## src/sv/prct_pkg.sv

```systemverilog
// Package for the pulse reception collision tracker: constants, codes, beat types.
// No dependencies.
package prct_pkg;

   localparam int TableDepth   = 16;
   localparam int OverheadBits = 16;
   localparam int IdxW         = $clog2(TableDepth);
   localparam int CntW         = $clog2(TableDepth + 1);
   localparam int StampW       = 48;
   localparam int IvlW         = 24;
   localparam int CsrW         = 24;

   localparam logic [1:0] MODE_TX_START = 2'd0;
   localparam logic [1:0] MODE_TX_END   = 2'd1;
   localparam logic [1:0] MODE_RX_START = 2'd2;
   localparam logic [1:0] MODE_RX_END   = 2'd3;

   localparam logic [1:0] PHY_IDLE = 2'd0;
   localparam logic [1:0] PHY_RX   = 2'd1;
   localparam logic [1:0] PHY_TX   = 2'd2;
   localparam logic [1:0] PHY_TXRX = 2'd3;

   localparam logic CSR_IVL   = 1'b0;
   localparam logic CSR_WIDTH = 1'b1;

   typedef struct packed {
      logic [1:0]        mode;
      logic [10:0]       frame_bytes;
      logic [7:0]        sender_id;
      logic [StampW-1:0] start_stamp;
      logic [IvlW-1:0]   sender_interval;
   } req_type;

   typedef struct packed {
      logic [1:0]        phy_mode;
      logic [StampW-1:0] frame_time;
      logic              delivered;
      logic              collided;
      logic              dropped;
   } rsp_type;

   // controller -> datapath
   typedef struct packed {
      logic load;      // capture request, start event
      logic sel_entry; // read entry at walk index
      logic div_start;
      logic finish;    // compose response
   } cmd_type;

   // datapath -> controller
   typedef struct packed {
      logic       need_walk;
      logic       entry_live;
      logic       need_div;
      logic       div_done;
   } sts_type;

endpackage

```

## src/sv/prct_ctrl.sv

```systemverilog
// Controller for the collision tracker: sequences the table walk and divider.
// Depends on prct_pkg.
module prct_ctrl (
   input  logic             clock,
   input  logic             reset,
   input  logic             req_valid,
   output logic             req_stall,
   output logic             rsp_valid,
   input  logic             rsp_stall,
   input  prct_pkg::sts_type sts,
   output prct_pkg::cmd_type cmd,
   output logic [prct_pkg::IdxW-1:0] walk_idx
);
   import prct_pkg::*;

   typedef enum logic [2:0] {
      S_IDLE, S_DECIDE, S_READ, S_TEST, S_DIV, S_DONE, S_OUT
   } state_type;

   state_type           state_ff, state_in;
   logic [IdxW-1:0]     idx_ff, idx_in;
   logic                rsp_valid_ff, rsp_valid_in;

   assign req_stall = (state_ff != S_IDLE);
   assign rsp_valid = rsp_valid_ff;
   assign walk_idx  = idx_ff;

   always_comb begin
      state_in     = state_ff;
      idx_in       = idx_ff;
      rsp_valid_in = rsp_valid_ff;
      cmd          = '0;
      case (state_ff)
         S_IDLE: begin
            if (req_valid) begin
               cmd.load = 1'b1;
               state_in = S_DECIDE;
            end
         end
         S_DECIDE: begin
            idx_in   = '0;
            state_in = sts.need_walk ? S_READ : S_DONE;
         end
         S_READ: begin
            cmd.sel_entry = 1'b1;
            state_in      = S_TEST;
         end
         S_TEST: begin
            if (sts.entry_live && sts.need_div) begin
               cmd.div_start = 1'b1;
               state_in      = S_DIV;
            end else if (idx_ff == IdxW'(TableDepth - 1)) begin
               state_in = S_DONE;
            end else begin
               idx_in   = idx_ff + 1'b1;
               state_in = S_READ;
            end
         end
         S_DIV: begin
            if (sts.div_done) begin
               if (idx_ff == IdxW'(TableDepth - 1)) begin
                  state_in = S_DONE;
               end else begin
                  idx_in   = idx_ff + 1'b1;
                  state_in = S_READ;
               end
            end
         end
         S_DONE: begin
            cmd.finish   = 1'b1;
            rsp_valid_in = 1'b1;
            state_in     = S_OUT;
         end
         S_OUT: begin
            if (!rsp_stall) begin
               rsp_valid_in = 1'b0;
               state_in     = S_IDLE;
            end
         end
         default: state_in = S_IDLE;
      endcase
   end

   always_ff @(posedge clock) begin
      if (reset) begin
         state_ff     <= S_IDLE;
         idx_ff       <= '0;
         rsp_valid_ff <= 1'b0;
      end else begin
         state_ff     <= state_in;
         idx_ff       <= idx_in;
         rsp_valid_ff <= rsp_valid_in;
      end
   end

   a_rsp_only_out: assert property (@(posedge clock) disable iff (reset)
      rsp_valid_ff |-> state_ff == S_OUT) else $error("rsp valid outside output state");
   a_no_accept_busy: assert property (@(posedge clock) disable iff (reset)
      state_ff != S_IDLE |-> !cmd.load) else $error("load while busy");
   a_done_to_out: assert property (@(posedge clock) disable iff (reset)
      state_ff == S_DONE |=> rsp_valid_ff) else $error("done without response");

endmodule

```

## src/sv/prct_div.sv

```systemverilog
// Serial restoring remainder unit: 48-bit dividend by 24-bit divisor, one bit a cycle.
// Depends on prct_pkg.
module prct_div (
   input  logic                        clock,
   input  logic                        reset,
   input  logic                        start,
   input  logic [prct_pkg::StampW-1:0] dividend,
   input  logic [prct_pkg::IvlW-1:0]   divisor,
   output logic                        done,
   output logic                        zero_rem
);
   import prct_pkg::*;

   localparam int BitW = $clog2(StampW + 1);

   logic [StampW-1:0] num_ff, num_in;
   logic [IvlW:0]     rem_ff, rem_in;
   logic [IvlW-1:0]   dsr_ff, dsr_in;
   logic [BitW-1:0]   cnt_ff, cnt_in;
   logic              busy_ff, busy_in;
   logic              done_ff, done_in;
   logic [IvlW:0]     shifted;
   logic [IvlW+1:0]   diff;

   assign shifted = {rem_ff[IvlW-1:0], num_ff[StampW-1]};
   assign diff    = {1'b0, shifted} - {2'b00, dsr_ff};

   always_comb begin
      num_in  = num_ff;
      rem_in  = rem_ff;
      dsr_in  = dsr_ff;
      cnt_in  = cnt_ff;
      busy_in = busy_ff;
      done_in = 1'b0;
      if (start) begin
         num_in  = dividend;
         rem_in  = '0;
         dsr_in  = divisor;
         cnt_in  = BitW'(StampW);
         busy_in = 1'b1;
      end else if (busy_ff) begin
         num_in = {num_ff[StampW-2:0], 1'b0};
         rem_in = diff[IvlW+1] ? shifted : diff[IvlW:0];
         cnt_in = cnt_ff - 1'b1;
         if (cnt_ff == BitW'(1)) begin
            busy_in = 1'b0;
            done_in = 1'b1;
         end
      end
   end

   always_ff @(posedge clock) begin
      if (reset) begin
         busy_ff <= 1'b0;
         done_ff <= 1'b0;
         cnt_ff  <= '0;
      end else begin
         busy_ff <= busy_in;
         done_ff <= done_in;
         cnt_ff  <= cnt_in;
      end
      num_ff <= num_in;
      rem_ff <= rem_in;
      dsr_ff <= dsr_in;
   end

   assign done     = done_ff;
   assign zero_rem = (rem_ff == '0);

endmodule

```

## src/sv/prct_dp.sv

```systemverilog
// Datapath for the collision tracker: entry table, link state, frame time, divider.
// Depends on prct_pkg and prct_div.
module prct_dp (
   input  logic                      clock,
   input  logic                      reset,
   input  prct_pkg::req_type         req_data,
   input  logic                      csr_write,
   input  logic                      csr_index,
   input  logic [prct_pkg::CsrW-1:0] csr_data,
   input  prct_pkg::cmd_type         cmd,
   input  logic [prct_pkg::IdxW-1:0] walk_idx,
   output prct_pkg::sts_type         sts,
   output prct_pkg::rsp_type         rsp_data
);
   import prct_pkg::*;

   logic [CsrW-1:0]   ivl_ff, wid_ff;
   req_type           req_ff;
   logic [1:0]        link_ff, link_in;
   logic [TableDepth-1:0] valid_ff, valid_in;
   logic [TableDepth-1:0] clean_ff, clean_in;
   logic [7:0]        sender_mem [TableDepth];
   logic [StampW-1:0] start_mem  [TableDepth];
   logic [IvlW-1:0]   ivl_mem    [TableDepth];
   logic [7:0]        e_sender_ff;
   logic [StampW-1:0] e_start_ff;
   logic [IvlW-1:0]   e_ivl_ff;
   logic              e_valid_ff;
   logic              hit_ff, hit_in;
   logic              drop_ff, drop_in;
   logic              walk_ff, walk_in;
   logic [StampW-1:0] ftime_ff, ftime_in;
   logic [StampW-1:0] prod_ff;
   rsp_type           rsp_ff;
   logic [CntW-1:0]   nvalid;
   logic              have_free;
   logic [IdxW-1:0]   free_idx;
   logic [StampW-1:0] span;
   logic              div_done, zero_rem;
   logic [14:0]       mult_a;

   always_comb begin
      nvalid    = '0;
      have_free = 1'b0;
      free_idx  = '0;
      for (int i = TableDepth - 1; i >= 0; i--) begin
         nvalid = nvalid + CntW'(valid_ff[i]);
         if (!valid_ff[i]) begin
            have_free = 1'b1;
            free_idx  = IdxW'(i);
         end
      end
   end

   // bytes*8 + overhead - 1 fits in 15 bits at the fixed field width
   assign mult_a = {1'b0, req_ff.frame_bytes, 3'b000} + 15'(OverheadBits - 1);
   assign span   = (e_start_ff > req_ff.start_stamp) ? e_start_ff - req_ff.start_stamp
                                                     : req_ff.start_stamp - e_start_ff;

   prct_div u_div (
      .clock    (clock),
      .reset    (reset),
      .start    (cmd.div_start),
      .dividend (span),
      .divisor  (e_ivl_ff),
      .done     (div_done),
      .zero_rem (zero_rem)
   );

   assign sts.need_walk  = walk_ff;
   assign sts.entry_live = e_valid_ff && (e_sender_ff != req_ff.sender_id);
   assign sts.need_div   = (e_start_ff != req_ff.start_stamp) && (e_ivl_ff != '0);
   assign sts.div_done   = div_done;
   assign rsp_data       = rsp_ff;

   always_comb begin
      link_in  = link_ff;
      valid_in = valid_ff;
      clean_in = clean_ff;
      hit_in   = hit_ff;
      drop_in  = drop_ff;
      walk_in  = walk_ff;
      ftime_in = ftime_ff;
      if (cmd.load) begin
         hit_in   = 1'b0;
         drop_in  = 1'b0;
         walk_in  = 1'b0;
         ftime_in = '0;
         case (req_data.mode)
            MODE_TX_START: begin
               if (link_ff == PHY_IDLE) link_in = PHY_TX;
               else if (link_ff == PHY_RX) link_in = PHY_TXRX;
            end
            MODE_TX_END: link_in = (nvalid == '0) ? PHY_IDLE : PHY_RX;
            MODE_RX_START: begin
               if (!have_free) begin
                  drop_in = 1'b1;
               end else begin
                  valid_in[free_idx] = 1'b1;
                  clean_in[free_idx] = 1'b1;
                  if (link_ff == PHY_IDLE) link_in = PHY_RX;
                  else if (link_ff == PHY_TX) link_in = PHY_TXRX;
               end
            end
            MODE_RX_END: begin
               if (nvalid == CntW'(1)) begin
                  for (int i = 0; i < TableDepth; i++) begin
                     if (valid_ff[i]) hit_in = !clean_ff[i];
                  end
                  valid_in = '0;
               end else begin
                  walk_in = 1'b1;
                  for (int i = 0; i < TableDepth; i++) begin
                     if (valid_ff[i] && sender_mem[i] == req_data.sender_id) begin
                        valid_in[i] = 1'b0;
                     end
                  end
               end
            end
            default: ;
         endcase
      end
      if (walk_ff && !cmd.load) begin
         // sender removal already done at load; entry_live repeats it harmlessly
         if (sts.entry_live && !sts.need_div && cmd.div_start == 1'b0 &&
             e_start_ff == req_ff.start_stamp && !cmd.sel_entry && !div_done) begin
            hit_in             = 1'b1;
            clean_in[walk_idx] = 1'b0;
         end
         if (div_done && zero_rem) begin
            hit_in             = 1'b1;
            clean_in[walk_idx] = 1'b0;
         end
      end
      if (cmd.finish) begin
         if (req_ff.mode == MODE_TX_START) ftime_in = prod_ff + StampW'(wid_ff);
         if (req_ff.mode == MODE_RX_END && nvalid == '0) begin
            link_in = (link_ff == PHY_TXRX) ? PHY_TX : PHY_IDLE;
         end
      end
   end

   always_ff @(posedge clock) begin
      if (reset) begin
         ivl_ff   <= CsrW'(10000);
         wid_ff   <= CsrW'(100);
         link_ff  <= PHY_IDLE;
         valid_ff <= '0;
         walk_ff  <= 1'b0;
      end else begin
         if (csr_write && csr_index == CSR_IVL)   ivl_ff <= csr_data;
         if (csr_write && csr_index == CSR_WIDTH) wid_ff <= csr_data;
         link_ff  <= link_in;
         valid_ff <= valid_in;
         walk_ff  <= cmd.finish ? 1'b0 : walk_in;
      end
      clean_ff <= clean_in;
      hit_ff   <= hit_in;
      drop_ff  <= drop_in;
      ftime_ff <= ftime_in;
      if (cmd.load) req_ff <= req_data;
      prod_ff <= StampW'(mult_a * ivl_ff);
      if (cmd.load && req_data.mode == MODE_RX_START && have_free) begin
         sender_mem[free_idx] <= req_data.sender_id;
         start_mem[free_idx]  <= req_data.start_stamp;
         ivl_mem[free_idx]    <= req_data.sender_interval;
      end
      if (cmd.sel_entry) begin
         e_sender_ff <= sender_mem[walk_idx];
         e_start_ff  <= start_mem[walk_idx];
         e_ivl_ff    <= ivl_mem[walk_idx];
         e_valid_ff  <= valid_ff[walk_idx];
      end else if (cmd.load) begin
         // no stale entry is seen before the first read of a walk
         e_valid_ff  <= 1'b0;
      end
      if (cmd.finish) begin
         rsp_ff.phy_mode   <= link_in;
         rsp_ff.frame_time <= ftime_in;
         rsp_ff.delivered  <= (req_ff.mode == MODE_RX_END) && !hit_ff;
         rsp_ff.collided   <= (req_ff.mode == MODE_RX_END) && hit_ff;
         rsp_ff.dropped    <= drop_ff;
      end
   end

   a_flags_exclusive: assert property (@(posedge clock) disable iff (reset)
      !(rsp_ff.delivered && rsp_ff.collided) || $isunknown(rsp_ff)) else $error("both flags");
   a_drop_full: assert property (@(posedge clock) disable iff (reset)
      drop_in && cmd.load |-> valid_ff == '1) else $error("drop with free slot");
   a_txrx_cleared: assert property (@(posedge clock) disable iff (reset)
      cmd.load && req_data.mode == MODE_RX_END && nvalid == CntW'(1) |=> valid_ff == '0)
      else $error("single entry not cleared");

endmodule

```

## src/sv/pulse_reception_collision_tracker.sv

```systemverilog
// Pulse reception collision tracker, top level.
// Beats with no table walk (transmit, start reception, end reception on one entry) go
// from acceptance through the decide and done states to the registered response.
// Other end receptions walk the 16-entry table, a read and a test state an entry plus
// a serial remainder where needed, before the response. One beat at a time.
// Synchronous active-high reset empties the table, sets link idle, restores CSRs.
// Depends on prct_pkg, prct_ctrl, prct_dp.
module pulse_reception_collision_tracker (
   input  logic                      clock,
   input  logic                      reset,
   input  logic                      req_valid,
   output logic                      req_stall,
   input  prct_pkg::req_type         req_data,
   output logic                      rsp_valid,
   input  logic                      rsp_stall,
   output prct_pkg::rsp_type         rsp_data,
   input  logic                      csr_write,
   input  logic                      csr_index,
   input  logic [prct_pkg::CsrW-1:0] csr_data
);
   import prct_pkg::*;

   cmd_type         cmd;
   sts_type         sts;
   logic [IdxW-1:0] walk_idx;

   prct_ctrl u_ctrl (
      .clock     (clock),
      .reset     (reset),
      .req_valid (req_valid),
      .req_stall (req_stall),
      .rsp_valid (rsp_valid),
      .rsp_stall (rsp_stall),
      .sts       (sts),
      .cmd       (cmd),
      .walk_idx  (walk_idx)
   );

   prct_dp u_dp (
      .clock     (clock),
      .reset     (reset),
      .req_data  (req_data),
      .csr_write (csr_write),
      .csr_index (csr_index),
      .csr_data  (csr_data),
      .cmd       (cmd),
      .walk_idx  (walk_idx),
      .sts       (sts),
      .rsp_data  (rsp_data)
   );

endmodule
```

## config.mk

```make
export PLATFORM = sky130hd
export DESIGN_NAME = pulse_reception_collision_tracker
export DESIGN_NICKNAME = d
export VERILOG_FILES = /design/src/sv/prct_pkg.sv /design/src/sv/prct_ctrl.sv /design/src/sv/prct_div.sv /design/src/sv/prct_dp.sv /design/src/sv/pulse_reception_collision_tracker.sv
export SDC_FILE = /design/constraint.sdc
export NUM_CORES = 2
export LEC_CHECK = 0
export BUFFER_PORTS_ARGS = -buffer_cell sky130_fd_sc_hd__buf_2
export CELL_PAD_IN_SITES_DETAIL_PLACEMENT = 0
export CELL_PAD_IN_SITES_GLOBAL_PLACEMENT = 2
export CORE_UTILIZATION = 40
export DETAILED_ROUTE_END_ITERATION = 12
export PLACE_DENSITY_LB_ADDON = 0.08
export SLEW_MARGIN = 20
export SYNTH_ARGS = -nofsm -noshare
export SYNTH_HDL_FRONTEND = slang
export SYNTH_SLANG_ARGS = --single-unit
```

## constraint.sdc

```tcl
create_clock -name clock -period 10.1 [get_ports clock]
set_input_delay 2.02 -clock clock [delete_from_list [all_inputs] [get_ports clock]]
set_output_delay 2.02 -clock clock [all_outputs]
set_load 0.01 [all_outputs]
```

==> impl_metrics.yaml <==
synthesis:
  yosys.cell_count.top_type: "sky130_fd_sc_hd__edfxtp_1"
  synth_enable_flop_cells: 1556
  synthArstFlopShare: 0
  synth.largest_area_cell: "sky130_fd_sc_hd__edfxtp_1"
  syn_avg_cell_area_um2: 14.8
  sequential_fraction_of_the_synthesis_area: 0.598
  synthesis.instances: 5737
  synth_flop_cell: "sky130_fd_sc_hd__edfxtp_1"
  syn-num-nets: 6417
  yosysWarningCount: 0
  yosys.area.top_type_share: 0.549
  yosys-top-cells-area: "sky130_fd_sc_hd__edfxtp_1, sky130_fd_sc_hd__mux4_2, sky130_fd_sc_hd__fa_1"
  ys_types: 82
  synth_seq_cells: 1768
  post_synth_instance_area_mm2: 0.0852
  synthTopCellsByCount: "sky130_fd_sc_hd__edfxtp_1, sky130_fd_sc_hd__inv_1, sky130_fd_sc_hd__nand2_1"
floorplanning:
  die_y_um: 463
  design.die.area_mm2: 0.215
  ios: 178
  placementRows: 169
  floorplan.initialDensity: 0.402
  core-area_mm2: 0.212
  die_w_um: 463
sta:
  finClkSkew_ns: 0.0645
  finalCritPeriodShare: 0.866
  finalHoldViolations: 0
  fmaxAchievable_mhz: 114
  final.min_clock_period_ns: 8.74
  finalSetupTns_ns: 0
  max_slew_margin: 0.299
  holdWs_ns: 0.420
  worst_pin_slew_ns: 1.05
  rsz0062_at_grt: "no"
  final-max-slew-violation-count: 0
  final_setup_violations: 0
final_layout:
  final_core_util: 0.452
  finalInstanceArea_mm2: 0.0958
  final_nets: 6607
  layout-drive-gt1-share: 0.166
  syn_to_final_growth_pct: 12.5
power:
  power_density_mw_per_mm2: 297
  report.power.total_mw: 28.5
  p_leak_nw: 33.8
  vdd_ir_drop_max_mv: 0.608
clock_tree:
  cts-buffers-inserted: 190
  clockRootBuffer: "sky130_fd_sc_hd__clkbuf_16"
  clk_latency_ns: 0.82
  tritoncts: "done"
  cts_hold_repair.buffers: 0
  post_cts_setup_buffer_count: 0
  clk_pin_slew_ns: 0.06
  cts_sinks: 1768
  cts.htree.levels: 4
  cts_buffer_depth: 3
  post_cts.resized_instances: 0
detailed_routing:
  drtPass1Iterations: 6
  routed_wire_length_per_instance_um: 26.0
  detailedRoute.firstIterationViolations: 3375
  drt-vias-per-instance: 5.41
  finalWirelength_um: 231000
  routed-via-count: 48300
  drc: 0
  count_of_nets_left_with_antenna_violations_after_detail_routing: 0
placed_design:
  place.detailed.hpwl_um: 147000
  place.port_buffers: 177
  globalplace.congestion: 0.820
  placedInstanceArea_mm2: 0.0896
setup_path:
  worst-endpoint-required_ns: 10.78
  cpMostUsedCell: "sky130_fd_sc_hd__fa_1"
  worst_path_largest_cell_delay_ns: 0.96
  crit_type: "reg -> reg"
  critical_path_slowest_stage_cell: "sky130_fd_sc_hd__edfxtp_1"
  timing.critical_path.max_delay_family: "adder cells"
  cp_num_buf_inv: 3
  worst_path_arrival_ns: 9.43
  setup.worst_path.start_class: "flip-flop"
  cp_max_fanout: 27
  setup.worst_path.end_class: "flip-flop"
grt:
  first_global_vias: 50400
  grt_start_max_net_pins: 107
  grt_overflow_total: 0
  antenna_found_initial: 26
  first_pass_grt_wire_length_um: 343000
  groute.usage.overall: 0.216
outcome:
  status: "completed"
run:
  drv.max_cap_violation_count: 0
hold_path:
  timing.hold.worst.class: "reg -> reg"
[worst register-to-register path, cell delays in order, from the launching register on]
cell	delay, ns
sky130_fd_sc_hd__edfxtp_1	0.96
sky130_fd_sc_hd__ha_1	0.37
sky130_fd_sc_hd__nand2_1	0.07
sky130_fd_sc_hd__nor2_1	0.19
sky130_fd_sc_hd__and3_1	0.23
sky130_fd_sc_hd__xor2_2	0.63
sky130_fd_sc_hd__nand2_1	0.16
sky130_fd_sc_hd__fa_1	0.52
sky130_fd_sc_hd__inv_1	0.06
sky130_fd_sc_hd__fa_1	0.55
sky130_fd_sc_hd__fa_1	0.44
sky130_fd_sc_hd__fa_1	0.49
sky130_fd_sc_hd__inv_1	0.05
sky130_fd_sc_hd__fa_1	0.45
sky130_fd_sc_hd__fa_1	0.50
sky130_fd_sc_hd__inv_1	0.05
sky130_fd_sc_hd__ha_1	0.32
sky130_fd_sc_hd__a21oi_1	0.13
sky130_fd_sc_hd__o21ai_0	0.18
sky130_fd_sc_hd__a211oi_1	0.36
sky130_fd_sc_hd__o21ai_0	0.30
sky130_fd_sc_hd__a21oi_1	0.42
sky130_fd_sc_hd__o311ai_0	0.23
sky130_fd_sc_hd__a31oi_1	0.31
sky130_fd_sc_hd__nor2_1	0.07
sky130_fd_sc_hd__o21a_1	0.18
sky130_fd_sc_hd__o41ai_1	0.33
sky130_fd_sc_hd__xnor2_1	0.13
[flip-flops by register name, indices dropped and copies added (netlist names), 2 cells and up]
| signal | count |
|---|---|
| u_dp.start_mem | 768 |
| u_dp.ivl_mem | 384 |
| u_dp.sender_mem | 128 |
| u_dp.req_ff | 69 |
| u_dp.rsp_data | 53 |
| u_dp.e_start_ff | 48 |
| u_dp.ftime_ff | 48 |
| u_dp.u_div.num_ff | 48 |
| u_dp.prod_ff | 39 |
| u_dp.u_div.rem_ff | 25 |
| u_dp.e_ivl_ff | 24 |
| u_dp.ivl_ff | 24 |
| u_dp.u_div.dsr_ff | 24 |
| u_dp.wid_ff | 24 |
| u_dp.clean_ff | 16 |
| u_dp.valid_ff | 16 |
| u_dp.e_sender_ff | 8 |
| u_dp.u_div.cnt_ff | 6 |
| u_ctrl.walk_idx | 4 |
| u_ctrl.state_ff | 3 |
| u_dp.link_ff | 2 |
[path summary, 6_finish.rpt]
| check | start | end | slack, ns | cells past startpoint |
|---|---|---|---|---|
| min | u_dp.drop_ff$_SDFFCE_PP0P_ | u_dp.rsp_data[0]$_DFFE_PP_ | 0.42 | 0 |
| max reg2reg | u_dp.req_ff[80]$_DFFE_PP_ | u_dp.prod_ff[38]$_DFF_P_ | 1.36 | 27 |
| min reg2reg | u_dp.drop_ff$_SDFFCE_PP0P_ | u_dp.rsp_data[0]$_DFFE_PP_ | 0.42 | 0 |
| max | u_dp.req_ff[80]$_DFFE_PP_ | u_dp.prod_ff[38]$_DFF_P_ | 1.36 | 27 |
[power by group]
| part | total, mW | internal, mW | switching (mW) |
|---|---|---|---|
| clock network | 6.92 | 3.95 | 2.97 |
| registers | 8.96 | 8.60 | 0.358 |
| logic | 12.6 | 5.17 | 7.42 |
| total | 28.5 | 17.7 | 10.8 |
[metal layers]
| metal | vias to the layer above | wire length, um | GRT usage |
|---|---|---|---|
| met1 | 25400 | 103000 | 0.296 |
| li1 | 21600 | - | - |
| met2 | 918 | 115000 | 0.366 |
| met5 | - | 76 | 0 |
| met4 | 12 | 4320 | 0.0450 |
| met3 | 294 | 8230 | 0.0289 |
[cell usage in the layout (no fill, tap or decap), types with 51 or more instances in the layout]
cell | netlist | routed
sky130_fd_sc_hd__dfxtp_1 | 212 | 207
sky130_fd_sc_hd__nand3_1 | 51 | 51
sky130_fd_sc_hd__buf_4 | 0 | 81
sky130_fd_sc_hd__o21ai_0 | 198 | 198
sky130_fd_sc_hd__mux4_2 | 405 | 405
sky130_fd_sc_hd__clkbuf_16 | 0 | 193
sky130_fd_sc_hd__nor2_1 | 219 | 203
sky130_fd_sc_hd__a21oi_1 | 278 | 278
sky130_fd_sc_hd__buf_2 | 19 | 177
sky130_fd_sc_hd__nor3_1 | 65 | 63
sky130_fd_sc_hd__fa_1 | 298 | 298
sky130_fd_sc_hd__inv_1 | 486 | 484
sky130_fd_sc_hd__xor2_1 | 170 | 167
sky130_fd_sc_hd__xnor2_1 | 104 | 102
sky130_fd_sc_hd__nand2_1 | 474 | 473
sky130_fd_sc_hd__and2_1 | 76 | 76
sky130_fd_sc_hd__edfxtp_1 | 1556 | 1556
sky130_fd_sc_hd__a21o_1 | 64 | 64
sky130_fd_sc_hd__ha_1 | 259 | 259
[final cells by class]
class                   count  area (um^2)
diodes                      4         10.0
clock buffers             244         5050
clock inverters           108         1160
fillers                 18900       116000
inverters                 488         1840
multi-input cells        3210        31500
flip-flops and latches   1768        51000
well taps                2821         3530
repair buffers            269         1720
[kinds of logic after synthesis]
logic type / count (synthesis) / synth area share
adders and majority gates: 557 / 0.108
buffers and inverters: 759 / 0.0339
muxes: 438 / 0.111
and+or+nand+nor: 1132 / 0.0617
xor gates and xnor gates: 274 / 0.0282
DFF: 1768 / 0.598
AOI/OAI and AO/OA: 809 / 0.0587
[through the flow]
stage / std cells / worst slack (ns)
finish: 8912 / 1.36
global route: 8911 / 0.721
CTS: 8907 / 1.32
detailed placement: 8555 / 1.31
global placement: 8555 / 1.40
floorplan: 5737 / 1.08
No activity file was read; power rests on OpenSTA's default activity.
